### config.mk
export PLATFORM = sky130hd
export DESIGN_NAME = cube_vertex_pattern_orbit_core
export DESIGN_NICKNAME = d
export VERILOG_FILES = /design/src/hdl/cvpo_pkg.sv /design/src/hdl/cube_vertex_pattern_orbit_core.sv /design/src/hdl/cvpo_dp.sv /design/src/hdl/cvpo_ctrl.sv
export SDC_FILE = /design/constraint.sdc
export NUM_CORES = 1
export LEC_CHECK = 0
export BUFFER_PORTS_ARGS = -buffer_cell sky130_fd_sc_hd__buf_4
export CORE_ASPECT_RATIO = 0.5
export CORE_MARGIN = 2
export CORE_UTILIZATION = 50
export CTS_CLUSTER_DIAMETER = 80
export DETAILED_ROUTE_END_ITERATION = 10
export GPL_TIMING_DRIVEN = 0
export MAX_ROUTING_LAYER = met4
export PLACE_DENSITY = 0.67
export SLEW_MARGIN = 40
export SYNTH_ARGS = -nofsm -noshare
export SYNTH_HDL_FRONTEND = slang
export SYNTH_HIERARCHICAL = 1
export SYNTH_SLANG_ARGS = --single-unit
### constraint.sdc
create_clock -name clk -period 12.4 [get_ports clk]
set_input_delay 0 -clock clk [delete_from_list [all_inputs] [get_ports clk]]
set_output_delay 0 -clock clk [all_outputs]
set_load 0.02 [all_outputs]
### src/hdl/cvpo_pkg.sv
// Package for the cube vertex pattern orbit core.
// Holds the FSM state type, controller/datapath command and status structs,
// the candidate transform tables and the vertex transform functions.
package cvpo_pkg;

    localparam int PAT_W   = 8;
    localparam int IDX_W   = 5;
    localparam int N_CAND  = 32;

    // Rotation codes
    localparam logic [1:0] ROT_NONE = 2'd0;
    localparam logic [1:0] ROT_Z    = 2'd1;
    localparam logic [1:0] ROT_Y    = 2'd2;
    localparam logic [1:0] ROT_X    = 2'd3;

    // Candidate order: identity, Z, Y, X, input mirrors, then mirrors of Z, Y, X
    localparam logic [1:0] CAND_ROT [N_CAND] = '{
        ROT_NONE, ROT_Z, ROT_Y, ROT_X,
        ROT_NONE, ROT_NONE, ROT_NONE, ROT_NONE, ROT_NONE, ROT_NONE, ROT_NONE,
        ROT_Z, ROT_Z, ROT_Z, ROT_Z, ROT_Z, ROT_Z, ROT_Z,
        ROT_Y, ROT_Y, ROT_Y, ROT_Y, ROT_Y, ROT_Y, ROT_Y,
        ROT_X, ROT_X, ROT_X, ROT_X, ROT_X, ROT_X, ROT_X
    };

    localparam logic [2:0] CAND_MIR [N_CAND] = '{
        3'd0, 3'd0, 3'd0, 3'd0,
        3'd1, 3'd2, 3'd4, 3'd3, 3'd5, 3'd6, 3'd7,
        3'd1, 3'd2, 3'd4, 3'd3, 3'd5, 3'd6, 3'd7,
        3'd1, 3'd2, 3'd4, 3'd3, 3'd5, 3'd6, 3'd7,
        3'd1, 3'd2, 3'd4, 3'd3, 3'd5, 3'd6, 3'd7
    };

    typedef enum logic [1:0] {
        ST_IDLE,
        ST_SCAN,
        ST_FLUSH
    } state_t;

    typedef struct packed {
        logic load;       // take a new request
        logic advance;    // step to the next candidate
        logic capture;    // hold current candidate as pending
        logic push;       // move pending variant to the output register
        logic push_last;  // pushed variant is the final one
    } ctrl_cmd_t;

    typedef struct packed {
        logic cand_new;   // current candidate not seen earlier
        logic cand_end;   // current candidate is the final one
        logic pend_valid; // a variant waits in the pending register
        logic out_free;   // output register can take a variant this cycle
    } dp_status_t;

    // Bits of the result are {z', y', x'}
    function automatic logic [2:0] rot_vertex(logic [2:0] v, logic [1:0] rot);
        logic [2:0] r;
        case (rot)
            ROT_Z:   r = {v[2], v[0], ~v[1]};
            ROT_Y:   r = {v[0], v[1], ~v[2]};
            ROT_X:   r = {v[1], ~v[2], v[0]};
            default: r = v;
        endcase
        return r;
    endfunction

    function automatic logic [PAT_W-1:0] xform(logic [PAT_W-1:0] p, logic [1:0] rot,
                                               logic [2:0] mir);
        logic [PAT_W-1:0] r;
        r = '0;
        for (int v = 0; v < PAT_W; v++) begin
            if (p[v])
            begin
                r[rot_vertex(3'(v), rot) ^ mir] = 1'b1;
            end
        end
        return r;
    endfunction

endpackage

### src/hdl/cube_vertex_pattern_orbit_core.sv
// Top level of the cube vertex pattern orbit core.
// Joins cvpo_ctrl and cvpo_dp; types come from cvpo_pkg.
//
//  channel | handshake           | payload
//  --------+---------------------+------------------------------------------
//  in      | in_valid / in_stall | pattern[7:0]
//  out     | out_valid/out_stall | variant_pattern[7:0], variant_index[4:0], last
//
// A request is loaded, then its 32 candidates are compared with all earlier ones
// in parallel, one per cycle unless a stall holds the scan, and then flushed.
// Each distinct variant waits in a pending register so last is known when the
// final one leaves. Output stalls pause the scan only when a new variant finds
// both pending and output registers full. Reset clears the FSM and valid flags.
module cube_vertex_pattern_orbit_core (
    input  logic       clk,
    input  logic       rst_n,
    input  logic       in_valid,
    output logic       in_stall,
    input  logic [7:0] pattern,
    output logic       out_valid,
    input  logic       out_stall,
    output logic [7:0] variant_pattern,
    output logic [4:0] variant_index,
    output logic       last
);

    cvpo_pkg::ctrl_cmd_t  cmd;
    cvpo_pkg::dp_status_t status;

    cvpo_ctrl u_ctrl (
        .clk      (clk),
        .rst_n    (rst_n),
        .in_valid (in_valid),
        .in_stall (in_stall),
        .status   (status),
        .cmd      (cmd)
    );

    cvpo_dp u_dp (
        .clk             (clk),
        .rst_n           (rst_n),
        .cmd             (cmd),
        .status          (status),
        .pattern         (pattern),
        .out_valid       (out_valid),
        .out_stall       (out_stall),
        .variant_pattern (variant_pattern),
        .variant_index   (variant_index),
        .last            (last)
    );

endmodule

### src/hdl/cvpo_dp.sv
// Datapath of the orbit core: pattern register, candidate counter,
// duplicate check, pending variant and output register. Uses cvpo_pkg.
module cvpo_dp (
    input  logic                          clk,
    input  logic                          rst_n,
    input  cvpo_pkg::ctrl_cmd_t           cmd,
    output cvpo_pkg::dp_status_t          status,
    input  logic [cvpo_pkg::PAT_W-1:0]    pattern,
    output logic                          out_valid,
    input  logic                          out_stall,
    output logic [cvpo_pkg::PAT_W-1:0]    variant_pattern,
    output logic [cvpo_pkg::IDX_W-1:0]    variant_index,
    output logic                          last
);

    logic [cvpo_pkg::PAT_W-1:0] pat_reg;
    logic [cvpo_pkg::IDX_W-1:0] cand_idx_reg, cand_idx_next;
    logic [cvpo_pkg::IDX_W-1:0] emit_cnt_reg, emit_cnt_next;
    logic                       pend_valid_reg, pend_valid_next;
    logic [cvpo_pkg::PAT_W-1:0] pend_pat_reg;
    logic                       out_valid_reg, out_valid_next;
    logic [cvpo_pkg::PAT_W-1:0] out_pat_reg;
    logic [cvpo_pkg::IDX_W-1:0] out_idx_reg;
    logic                       out_last_reg;

    logic [cvpo_pkg::PAT_W-1:0] cands [cvpo_pkg::N_CAND];
    logic [cvpo_pkg::N_CAND-1:0] hit;
    logic [cvpo_pkg::PAT_W-1:0] cand_cur;

    // All candidates are bit permutations of the held pattern
    for (genvar j = 0; j < cvpo_pkg::N_CAND; j++)
    begin : g_cand
        assign cands[j] = cvpo_pkg::xform(pat_reg, cvpo_pkg::CAND_ROT[j],
                                          cvpo_pkg::CAND_MIR[j]);
        assign hit[j]   = (cands[j] == cand_cur) &&
                          (cvpo_pkg::IDX_W'(j) < cand_idx_reg);
    end

    assign cand_cur = cands[cand_idx_reg];

    always_comb
    begin
        status.cand_new   = ~|hit;
        status.cand_end   = (cand_idx_reg == cvpo_pkg::IDX_W'(cvpo_pkg::N_CAND - 1));
        status.pend_valid = pend_valid_reg;
        status.out_free   = !out_valid_reg || !out_stall;
    end

    always_comb
    begin
        cand_idx_next   = cand_idx_reg;
        emit_cnt_next   = emit_cnt_reg;
        pend_valid_next = pend_valid_reg;
        out_valid_next  = out_valid_reg && out_stall;
        if (cmd.load)
        begin
            cand_idx_next   = '0;
            emit_cnt_next   = '0;
            pend_valid_next = 1'b0;
        end
        if (cmd.advance)
        begin
            cand_idx_next = cand_idx_reg + 1'b1;
        end
        if (cmd.push)
        begin
            out_valid_next  = 1'b1;
            emit_cnt_next   = emit_cnt_reg + 1'b1;
            pend_valid_next = 1'b0;
        end
        if (cmd.capture)
        begin
            pend_valid_next = 1'b1;
        end
    end

    always_ff @(posedge clk or negedge rst_n)
    begin
        if (!rst_n)
        begin
            cand_idx_reg   <= '0;
            emit_cnt_reg   <= '0;
            pend_valid_reg <= 1'b0;
            out_valid_reg  <= 1'b0;
        end
        else
        begin
            cand_idx_reg   <= cand_idx_next;
            emit_cnt_reg   <= emit_cnt_next;
            pend_valid_reg <= pend_valid_next;
            out_valid_reg  <= out_valid_next;
        end
    end

    always_ff @(posedge clk)
    begin
        if (cmd.load)
        begin
            pat_reg <= pattern;
        end
        if (cmd.capture)
        begin
            pend_pat_reg <= cand_cur;
        end
        if (cmd.push)
        begin
            out_pat_reg  <= pend_pat_reg;
            out_idx_reg  <= emit_cnt_reg;
            out_last_reg <= cmd.push_last;
        end
    end

    assign out_valid       = out_valid_reg;
    assign variant_pattern = out_pat_reg;
    assign variant_index   = out_idx_reg;
    assign last            = out_last_reg;

endmodule

### src/hdl/cvpo_ctrl.sv
// Controller of the orbit core: sequences load, candidate scan and final
// flush, driving the datapath by commands. Uses cvpo_pkg.
module cvpo_ctrl (
    input  logic                  clk,
    input  logic                  rst_n,
    input  logic                  in_valid,
    output logic                  in_stall,
    input  cvpo_pkg::dp_status_t  status,
    output cvpo_pkg::ctrl_cmd_t   cmd
);

    cvpo_pkg::state_t state_reg, state_next;
    logic             take_cand;

    // A new candidate is held back until the previous pending one can go out
    assign take_cand = status.cand_new && (!status.pend_valid || status.out_free);

    always_comb
    begin
        state_next = state_reg;
        case (state_reg)
            cvpo_pkg::ST_IDLE:
            begin
                if (in_valid)
                begin
                    state_next = cvpo_pkg::ST_SCAN;
                end
            end
            cvpo_pkg::ST_SCAN:
            begin
                if ((!status.cand_new || take_cand) && status.cand_end)
                begin
                    state_next = cvpo_pkg::ST_FLUSH;
                end
            end
            cvpo_pkg::ST_FLUSH:
            begin
                if (status.out_free)
                begin
                    state_next = cvpo_pkg::ST_IDLE;
                end
            end
            default: state_next = cvpo_pkg::ST_IDLE;
        endcase
    end

    always_comb
    begin
        cmd      = '0;
        in_stall = 1'b1;
        case (state_reg)
            cvpo_pkg::ST_IDLE:
            begin
                in_stall = 1'b0;
                cmd.load = in_valid;
            end
            cvpo_pkg::ST_SCAN:
            begin
                cmd.capture = take_cand;
                cmd.push    = take_cand && status.pend_valid;
                cmd.advance = !status.cand_new || take_cand;
            end
            cvpo_pkg::ST_FLUSH:
            begin
                cmd.push      = status.out_free;
                cmd.push_last = 1'b1;
            end
            default: cmd = '0;
        endcase
    end

    always_ff @(posedge clk or negedge rst_n)
    begin
        if (!rst_n)
        begin
            state_reg <= cvpo_pkg::ST_IDLE;
        end
        else
        begin
            state_reg <= state_next;
        end
    end

endmodule

* Word level (Yosys, flattened, before mapping)
Cells that the tools add are included.
** Word-level totals
- Flip-flop bits (word level) :: 44
- Word-level logic and storage cells :: 1872
- Input bits :: 12
- Output and inout bits :: 16
** Cells by class
- $lt $le $gt $ge :: 449
- Multiplexer cells :: 709
- Add/sub/neg operators :: 2
- Reductions and logical operators :: 257
- Bitwise logic cells :: 407
- Equal/unequal tests :: 38
** Operators with widths (count)
- 2-to-1 mux 8 bit :: 250
- OR 8 bit :: 224
- less-than comparator 3 x 4 -> 1 bit, second input constant :: 208
- demux 1 bit (select 3 bit) :: 208
- greater-or-equal comparator 3 x 1 -> 1 bit, second input constant :: 208
- equality test 8 bit :: 32
- logical AND 1 bit :: 244
- 2-to-1 mux 1 bit :: 215
- inverter 2 bit :: 78
- less-than comparator 5 bit, first input constant :: 16
- 2-to-1 mux 3 bit :: 26
- inverter 1 bit :: 78
- inverter 3 bit :: 26
- binary-select mux 8 bit (select 5 bit) :: 1
- less-than comparator 4 x 5 -> 1 bit, first input constant :: 8
- OR reduction 32 bit :: 1
- less-than comparator 3 x 5 -> 1 bit, first input constant :: 4
- 2-to-1 mux 5 bit :: 3
- adder 5 x 1 -> 5 bit, second input constant :: 2
- less-than comparator 1 x 5 -> 1 bit, first input constant :: 2
- less-than comparator 2 x 5 -> 1 bit, first input constant :: 2
- 2-to-1 mux 2 bit :: 4
- greater-or-equal comparator 6 bit, second input constant :: 1
- inverter 5 -> 6 bit :: 1
- 13 further kinds :: 20

* Depth between registers and ports, before layout
- Depth in word-level cells :: 33
- Depth in mapped cells :: 21
- Gate-level depth less buffers :: 15

* Modules after synthesis
Netlist, hierarchy kept.
** Modules (own cells, without submodules)
- cvpo_dp :: seq. area each 1201.2 µm², times used 1, area each 5347.6 µm², cells each 616
- cvpo_ctrl :: seq. area each 50.0 µm², times used 1, area each 226.5 µm², cells each 25

* Least setup slack after synthesis
Ideal clock, no wire load.
- Kind :: register -> register
- Start point :: register u_dp/cand_idx_reg[0] in the netlist's numbering
- End point :: register u_dp/emit_cnt_reg[0] in the netlist's numbering
- Period minus slack after synthesis :: 4.940 ns
- Buffers on the path :: 4
- Setup slack :: 7.460 ns
- Library setup time :: 0.125 ns
- Cell stages (with the launch flop) :: 19
- Data arrival time :: 4.816 ns
- Data required time :: 12.275 ns
- Cells stage by stage :: dfrtp_1 buf_4 buf_6 xor2_1 a2111oi_0 nor3_1 nor4_1 buf_4 xnor2_1 nor2_1 a32o_1 a32o_1 or4_1 nor4_2 nand3_1 a21oi_1 clkbuf_1 nor2_1 mux2_2
** RTL lines
- start, declared :: RTL line cvpo_dp.sv:17 : logic [cvpo_pkg::IDX_W-1:0] cand_idx_reg, cand_idx_next;
- start signal, assigned :: RTL line cvpo_dp.sv:88 : cand_idx_reg <= cand_idx_next;
- end signal, assigned :: RTL line cvpo_dp.sv:89 : emit_cnt_reg <= emit_cnt_next;
- end, declared :: RTL line cvpo_dp.sv:18 : logic [cvpo_pkg::IDX_W-1:0] emit_cnt_reg, emit_cnt_next;

==> metrics.yaml <==
seq_area_um2: 1250
synth_mux_area_frac: 0.132
rsz0062_at_grt: "false"
start_kind: "flip-flop"
grt_overflow: 0
slowest_stage: "a21oi_2"
async_reset_ff_frac: 0.318
dp_hpwl_mm: 16.7
finalHoldViolCount: 0
finalSetupViolCount: 0
ys_seq_elements: 44
final_max_slew_viol_count: 0
clock_path_buffers: 2
min_path_type: "primary input to flip-flop"
synthSimpleGateAreaFrac: 0.232
end_kind: "flip-flop"
cp_data_arrival_time_ns: 6.42
synth_edf_count: 30
num_io_pins: 28
die_h_um: 78.7
syn_area_per_cell_um2: 8.70
p_leak_nw: 2.19
path_class: "flip-flop to flip-flop"
core-area_um2: 10900
crit_family: "simple AND/OR/NAND/NOR gates"
drcViolationCount: 0
max_freq_ghz: 0.160
synthFlopType: "edfxtp_1"
r2r_end: "u_dp/emit_cnt_reg[2]$_DFFE_PN0P_"
tightest_slew_ns: 0.960
crit_chain: "buf_6 > buf_6 > buf_2 > inv_1 > nand4_1 > o311ai_0 > nor4_1 > buf_4 > xnor2_1 > nor3_1 > a32oi_1 > o211ai_1 > or4_1 > nor4_2 > nand3_1 > a21oi_2 > clkbuf_1 > nor2_1 > o21ai_0 > o21ai_0"
yosys-top-cells-area: "edfxtp_1 (16%), xnor2_1 (8.0%), dfrtp_1 (6.3%)"
synth_adder_area_share: 0.0157
regToRegSetupSlack_ns: 6.15
cts-root-buf: "clkbuf_16"
synthCells: 641
period_share: 0.504
port-buffer-count: 27
antenna_found_initial: 1
cts_tree: "done"
holdWs_ns: 0.0222
synth-xor-area-share: 0.0817
synth_top_family_by_area: "simple AND/OR/NAND/NOR gates"
routedWlPerCell_um: 28.0
clkSinkCount: 44
clk_pin_slew_ns: 0.06
yosys.area.top_type: "edfxtp_1"
skew_ns: 0.00398
yosysSeqAreaShare: 0.224
yosysTopAreaCellShare: 0.162
drt_pass1_iterations: 8
dieArea_um2: 12100
syn_nets: 660
reg2reg_depth: 20
numCtsBuffers: 5
slew_headroom: 0.358
outcome: "finished, final reports clean"
synth_compound_area_frac: 0.227
post-route-cell-area_um2: 6210
start_util: 0.511
ant_nets: 0
layout_common_cells: "xnor2_1 (51), nand2_1 (39), buf_4 (38), nor2_1 (35), mux2i_1 (34)"
path_max_fanout: 15
ys_types: 93
grt_max_degree: 16
grt_pass1_vias: 5879
holdPathStages: 3
fillers: 1009
slowest_delay_ns: 0.65
wirelength_mm: 23.2
num_vias: 6101
htree_levels: 2
place_area_um2: 5970
gp_congestion: 1.10
post-route-min-period_ns: 6.25
multi_input_area_um2: 3860
rows: 27
hold_end: "u_dp/out_valid$_DFF_PN0_"
p_per_area_nw_per_um2: 285
viasPerCell: 7.34
die_x_um: 153
vdd_drop_max_v: 0.000150
netlist_area_um2: 5570
fin_nets: 703
syn2layout_area_growth_pct: 11.4
mostFrequentLayoutCell: "xnor2_1"
r2r-start: "u_dp/cand_idx_reg[2]$_DFFE_PN0P_"
drt_iter0_drc: 865
power.total_mw: 1.77
final_core_util: 0.569
critPathBufInv: 6
cp.required_ns: 12.57
setup_tns_ns: 0
drive_gt1_frac: 0.203
grt_pass1_wl_mm: 34.9
cap_viol_max_count: 0
ctsResizeCount: 0
synth_warnings: 6
grt_util_all_layers: 0.394
min-delay-start: "out_stall"
clock_latency_ns: 0.29
[routing by layer]
layer | vias up | GRT usage | wire (um)
met3 | 151 | 0.144 | 3840
met4 | 0 | 0.198 | 1330
met5 | - | - | 0
met2 | 598 | 0.550 | 9040
li1 | 2539 | - | -
met1 | 2813 | 0.501 | 9030
[final cells by class]
type                            instances  share of cell area
Buffer                                 63              0.0649
Clock inverter                          2             0.00202
Tap cell                              145              0.0292
Inverter                               21              0.0127
Clock buffer                            6              0.0208
Antenna cell                            1            0.000403
Multi-Input combinational cell        513               0.621
Timing Repair Buffer                   36              0.0472
Sequential cell                        44               0.202
[worst min-delay path, stage by stage]
cell and delay [ns]:
buf_4 0.08, nand2_1 0.11, nand2b_1 0.09
[cell usage after synthesis (5+ instances only)]
master and number:
a2111oi_0 5, a21oi_1 28, a22oi_1 5, a31oi_1 8, a32o_1 5, and2_1 5, and3_1 5, buf_2 27
buf_4 11, buf_6 12, clkbuf_1 12, dfrtp_1 14, edfxtp_1 30, ha_1 7, inv_1 14, mux2_2 10
mux2i_1 34, mux4_2 10, nand2_1 39, nand2b_1 22, nand3_1 29, nand4_1 8, nand4b_1 5, nor2_1 35
nor2b_1 11, nor3_1 13, nor3b_1 6, nor4_1 11, o2111ai_1 7, o211ai_1 13, o21ai_0 27, o22a_1 5
o22ai_1 5, o32ai_1 6, xnor2_1 51
[where the power goes]
group          internal [mW]  leakage, nW  switching, mW
Combinational          0.509         1.66          0.876
Sequential             0.228        0.467         0.0272
Clock                 0.0744       0.0669         0.0569
Total                  0.811         2.19          0.960
[per-stage QoR]
step / setup WS (ns) / std cells
final: 6.15 / 831
after global routing: 6.02 / 831
after global placement: 5.79 / 813
after detailed placement: 6.52 / 813
after CTS: 6.49 / 830
after floorplan: 7.46 / 641
[how the worst max path moves through the flow]
stage | slack [ns] | to | startpoint | cells after the start
2_1_floorplan | 7.46 | u_dp/emit_cnt_reg[0]$_DFFE_PN0P_ | u_dp/cand_idx_reg[0]$_DFFE_PN0P_ | 18
3_3_place_gp | 5.79 | u_dp/emit_cnt_reg[0]$_DFFE_PN0P_ | u_dp/cand_idx_reg[0]$_DFFE_PN0P_ | 19
3_5_place_dp | 6.52 | u_dp/emit_cnt_reg[2]$_DFFE_PN0P_ | u_dp/cand_idx_reg[2]$_DFFE_PN0P_ | 20
4_1_cts | 6.49 | u_dp/emit_cnt_reg[2]$_DFFE_PN0P_ | u_dp/cand_idx_reg[2]$_DFFE_PN0P_ | 20
5_1_grt | 6.02 | u_dp/emit_cnt_reg[2]$_DFFE_PN0P_ | u_dp/cand_idx_reg[2]$_DFFE_PN0P_ | 20
6_report | 6.15 | u_dp/emit_cnt_reg[2]$_DFFE_PN0P_ | u_dp/cand_idx_reg[2]$_DFFE_PN0P_ | 20
[timing repair]
item                      CTS  global route
hold endpoints to repair   22             0
buffers inserted            0             0
hold buffers                9             0
[cells by family (layout without fill, tap and decap cells)]
group,count (synthesis),count (layout)
xor+xnor,52,52
fa+ha+maj,7,7
flops,44,44
mux,58,58
compound gates,170,170
simple gates,226,226
buf+inv,84,128
other cells,0,1
Power figures use the tool's default switching activity.
